<file path="config.mk">
export PLATFORM = sky130hd
export DESIGN_NAME = icv_fifo
export DESIGN_NICKNAME = d
export VERILOG_FILES = /design/src/hdl/icv_pkg.sv /design/src/hdl/icv_fifo.sv
export SDC_FILE = /design/constraint.sdc
export NUM_CORES = 1
export LEC_CHECK = 0
export ABC_AREA = 1
export BUFFER_PORTS_ARGS = -buffer_cell sky130_fd_sc_hd__buf_2
export CAP_MARGIN = 10
export CORE_MARGIN = 2
export CORE_UTILIZATION = 30
export DETAILED_ROUTE_END_ITERATION = 6
export PLACE_DENSITY = 0.46
export REMOVE_ABC_BUFFERS = 1
export SLEW_MARGIN = 20
export SYNTH_ARGS = -nofsm -noshare
export SYNTH_HDL_FRONTEND = slang
export SYNTH_SLANG_ARGS = --single-unit
</file>
<file path="constraint.sdc">
create_clock -name i_clk -period 2 [get_ports i_clk]
set_input_delay 0.1 -clock i_clk [delete_from_list [all_inputs] [get_ports i_clk]]
set_output_delay 0.1 -clock i_clk [all_outputs]
set_load 0.02 [all_outputs]
</file>
<file path="src/hdl/icv_pkg.sv">
// shared types and constants for the integer 2d convolution block
// no dependencies; used by every module under hdl but icv_check

package icv_pkg;

    localparam int QDEPTH = 4;
    localparam int QLW    = $clog2(QDEPTH + 1);
    localparam int QAW    = $clog2(QDEPTH);

    localparam int DW        = 64;
    localparam int ROW_W     = 13;
    localparam int OROW_W    = 12;
    localparam int OCOL_W    = 8;
    localparam int IDX_W     = 6;
    localparam int MAX_ROWS  = 4096;
    localparam int GROUP     = 8;

    localparam logic CFG_OUT_COLS = 1'b0;
    localparam logic CFG_OUT_ROWS = 1'b1;

    localparam logic FUNC_PIXEL = 1'b0;
    localparam logic FUNC_COEF  = 1'b1;

    // per-item control word passed from the front end to the datapath
    typedef struct packed {
        logic                is_coef;
        logic [IDX_W-1:0]    idx;
        logic                emit;
        logic [OROW_W-1:0]   row;
        logic [OCOL_W-1:0]   col;
        logic                last;
    } t_meta;

    localparam int META_W = $bits(t_meta);

endpackage

</file>
<file path="src/hdl/icv_fifo.sv">
// short queue between the front end and the datapath
// depends on icv_pkg for depth constants

module icv_fifo #(
    parameter int WIDTH = 8
) (
    input  logic                     i_clk,
    input  logic                     i_rst_n,
    input  logic                     i_push,
    input  logic [WIDTH-1:0]         i_data,
    input  logic                     i_pop,
    output logic                     o_valid,
    output logic [WIDTH-1:0]         o_data,
    output logic [icv_pkg::QLW-1:0]  o_level
);

    logic [WIDTH-1:0]          r_mem [icv_pkg::QDEPTH];
    logic [icv_pkg::QAW-1:0]   r_wp, r_rp;
    logic [icv_pkg::QLW-1:0]   r_cnt;
    logic                      v_pop;

    assign v_pop   = i_pop && (r_cnt != '0);
    assign o_valid = (r_cnt != '0);
    assign o_data  = r_mem[r_rp];
    assign o_level = r_cnt;

    always_ff @(posedge i_clk) begin
        if (!i_rst_n) begin
            r_wp  <= '0;
            r_rp  <= '0;
            r_cnt <= '0;
        end else begin
            if (i_push) r_wp <= r_wp + 1'b1;
            if (v_pop)  r_rp <= r_rp + 1'b1;
            r_cnt <= r_cnt + icv_pkg::QLW'(i_push) - icv_pkg::QLW'(v_pop);
        end
    end

    always_ff @(posedge i_clk) begin
        if (i_push) r_mem[r_wp] <= i_data;
    end

endmodule

</file>
======== Word-level counts from Yosys, hierarchy flattened ========
Memory sizes are Yosys's and may differ from the RTL's. A register that Yosys moved wholly into a read port is not among the register bits.
Cells that the tools add are included.
cells by class
  add/sub/neg operators ................... 4
  $mul .................................... 0
  div/mod/pow operators ................... 0
  magnitude comparators ................... 0
  eq/ne operators ......................... 0
  shifts and indexed selects .............. 0
  multiplexer cells ....................... 4
  bitwise logic cells ..................... 0
  reduce and logical (&&, ||, !) cells .... 2
operators by type and width
  kind                 count
  $add 2x1->2 const B  2
  $mux 2               2
  $add 3x1->3          1
  $reduce_bool 3->1    1
  $sub 3x1->3          1
  $mux 1               2
  $logic_and 1x1->1    1
word-level totals
  register bits after elaboration ......... 7
  latch bits .............................. 0
  bits in writable memories ............... 32
  bits in read-only memories .............. 0
  output and inout port bits .............. 12
  word-level logic and storage cells ...... 14
  memories ................................ 1
memory list
  name   depth  width  read ports  clocked after Yosys merged registers in  write ports  line            RTL
  r_mem  4      8      1           1                                        1            icv_fifo.sv:17  logic [WIDTH-1:0] r_mem [icv_pkg::QDEPTH];

======== Logic depth before layout (Yosys ltp) ========
  depth after elaboration ................. 4
  depth in mapped cells ................... 9
  mapped depth without buffers ............ 9

======== Worst setup path before layout ========
OpenSTA, ideal clock, no wires.
  kind .................................... register to register
  start point ............................. register r_cnt (netlist bit o_level[1])
  end point ............................... register r_cnt (netlist bit o_level[1])
  library setup time ...................... 0.109 ns
  arrival time ............................ 1.623 ns
  path slack .............................. 0.268 ns
  stages on the path, launching flop included .. 9
  buffers on the path ..................... 0
  clock period less this slack ............ 1.732 ns
  cell sequence ........................... dfxtp_1 -> nor2_1 -> a21boi_0 -> ha_1 -> inv_1 -> ha_1 -> fa_1 -> nand2_1 -> inv_1
on the way
  longest elaborated chain between the ends .. 3
ends and longest elaborated chain
  element                 line            RTL
  start, declared         icv_fifo.sv:19  logic [icv_pkg::QLW-1:0] r_cnt;
  start signal, assigned  icv_fifo.sv:35  r_cnt <= r_cnt + icv_pkg::QLW'(i_push) - icv_pkg::QLW'(v_pop);
  $reduce_bool 3->1       icv_fifo.sv:22  assign v_pop = i_pop && (r_cnt != '0);
  $logic_and 1x1->1       icv_fifo.sv:22
  named net v_pop         icv_fifo.sv:20  logic v_pop;
  $sub 3x1->3             icv_fifo.sv:35
The timed path passes the listed nets, and every way through them passes these cells.
A chain may end at the register's enable or synchronous reset.

======== Worst setup path in the final report ========
  start point ............................. register r_cnt (netlist bit o_level[1])
  end point ............................... register r_cnt (netlist bit o_level[2])
The elaborated chain is that of the path after synthesis.

==> results.toml <==
[die]
rows = 26
start_util = 0.317
die_y_um = 78.1
core_area_um2 = 5200
pin_count = 24
die_w_um = 78.1
dieArea_um2 = 6110

[global_routing]
grt_pass1_vias = 1082
grt_max_degree = 17
grt_first_pass_wirelength_um = 5090
antenna_found_initial = 0
grt_overflow_total = 0
grt_usage = 0.111

[logic_synthesis]
synth_common_cells = "edfxtp_1 (32), nor2_1 (19), inv_1 (16)"
netlist.area_leader.share = 0.583
yosys_most_used_dff = "edfxtp_1"
synth-edff-count = 32
synth_fa_ha_area_frac = 0.0577
synthTopCellsByArea = "edfxtp_1 (58%), dfxtp_1 (11%), ha_1 (4.6%)"
yosysSeqAreaShare = 0.692
synth_cells = 136
synth.most_common_cell = "edfxtp_1"
synth_xor_area_frac = 0
yosysWarnings = 0
synth-simple-area-share = 0.0888
async_reset_ff_frac = 0
ys_seq_elements = 41
synth.avg_cell_area_um2 = 12.1
netlist_area_um2 = 1650
yosysTopAreaCell = "edfxtp_1"
synth_top_family_by_area = "compound AO/OA/AOI/OAI gates"
ys_types = 17
synth_compound_area_frac = 0.109
synth_mux_area_frac = 0

[layout]
area_growth_pct = 18.1
fill_cells = 535
antenna_cells = 0
nets = 184
drive_gt1_frac = 0.217
fin_cells = 236

[critical_path]
crit_type = "register to register"
r2r-start = "o_level[1]$_SDFF_PN0_"
crit_start = "o_level[1]$_SDFF_PN0_"
endpoint_kind = "register"
crit_fanout = 4
cp.required_ps = 2220
cp-start-kind = "register"
crit_arrival_ps = 1980

[sta]
min_period_ps = 1750
rsz0062_at_grt = "no"
finalClockSkew_ps = 3.67
final_max_slew_viol_count = 0
setup_violations = 0
fmax_mhz = 570
setup_tns_ps = 0
worstMarginPinSlew_ps = 402
hold_violations = 0
post-route-period-util = 0.877
slew_headroom = 0.732

[clocking]
cts_root_buffer = "clkbuf_8"
htreeDepth = 2
cts-hold-fix-buffers = 0
postCtsResizedCells = 0
numCtsBuffers = 5
cts_tree = "built"
clk_latency_ps = 280
cts.sinks = 41
post-cts-setup-buffers = 0
cts_buffer_depth = 2
clk_pin_slew_worst_paths_ps = 80

[worst_hold_path]
min-delay-start = "i_data[3]"
hold_path.class = "input pin to register"

[outcome]
status = "complete, no violations"

[placement]
dpl.hpwl_um = 2180
dpl.cell_count = 228
port_buffers = 23
gp_congestion = 0.708

[power_and_ir_drop]
power.leakage_uw = 0.000783
vdd_drop_max_mv = 0.355
power_density_nw_per_um2 = 1200

[routing]
antenna_left = 0
first_pass_iters = 4
wl_per_cell_um = 13.2
routed_via_density = 4.42
route.detailed.drc = 0
drt_iter0_markers = 38
drt-total-wl_um = 3130
vias = 1042

[flow_run]
max_cap_violations = 0
-- final cells by class --
| cell class | instances | area (µm²) | share of cell area |
|---|---|---|---|
| well taps | 70 | 87.6 | 0.0450 |
| flip-flops and latches | 41 | 1140 | 0.586 |
| inverters | 17 | 63.8 | 0.0328 |
| repair buffers | 24 | 123 | 0.0630 |
| multi-input cells | 76 | 422 | 0.217 |
| clock inverters | 3 | 41.3 | 0.0212 |
| clock buffers | 5 | 68.8 | 0.0353 |
-- layout by cell type (no fill, tap or decap), types with 2 or more instances in the layout --
cell and n:
nor2_1 19, a21oi_1 5, clkbuf_8 5, nand2_1 14
o21ai_2 2, o21ai_1 2, nand3_1 2, inv_1 16
o21ai_0 14, o22ai_1 8, ha_1 6, nor2_2 2
buf_2 23, edfxtp_1 32, dfxtp_1 9
-- worst max-delay path, cell delays in order (launching register included) --
cell and delay [ps]:
dfxtp_1 330, nor2_1 140, a21boi_0 110, ha_1 280, inv_1 40, ha_1 180, fa_1 380, nand3_1 90
nand2_1 50, nor2_1 80
-- flip-flops by register name, summed over array words and instances (netlist names), named ones only --
signal,count
o_level,3
r_mem,32
r_wp,2
r_rp,2
-- final timing paths --
kind | endpoint | slack, ps | depth (start not counted)
max | o_level[2]$_SDFF_PN0_ | 250 | 9
max reg2reg | o_level[2]$_SDFF_PN0_ | 250 | 9
min | r_mem[0][3]$_DFFE_PP_ | 30 | 1
min reg2reg | register | 500 | 2
-- metrics by stage --
step                power, µW  utilization  setup WS (ps)  area, µm²  hold slack, ps
finish                   2340        0.374            246       1950            27.8
global route             2510        0.374           57.6       1950            15.5
CTS                      2390        0.374            259       1950            19.4
detailed placement       1740        0.353            271       1840             323
global placement         1710        0.353            340       1840             310
floorplan                1500            -            268       1630             193
-- cell families (layout without fill, tap and decap cells) --
family / count (synthesis) / count (layout)
fa+ha+maj: 7 / 7
flops: 41 / 41
simple gates: 37 / 37
compound gates: 32 / 32
buf+inv: 19 / 49
-- report_power, final --
group	switching (µW)	leakage (µW)	internal, µW
combinational	432	0.000362	220
clock	275	0.0000518	367
sequential	54.0	0.000368	996
-- metal layers --
metal,GRT usage,routed length [µm],vias up
li1,-,-,523
met1,0.122,1300,500
met2,0.198,1690,14
met3,0.0276,91,5
met4,0.0526,46,0
met5,0,0,-
Power figures use the tool's default switching activity.
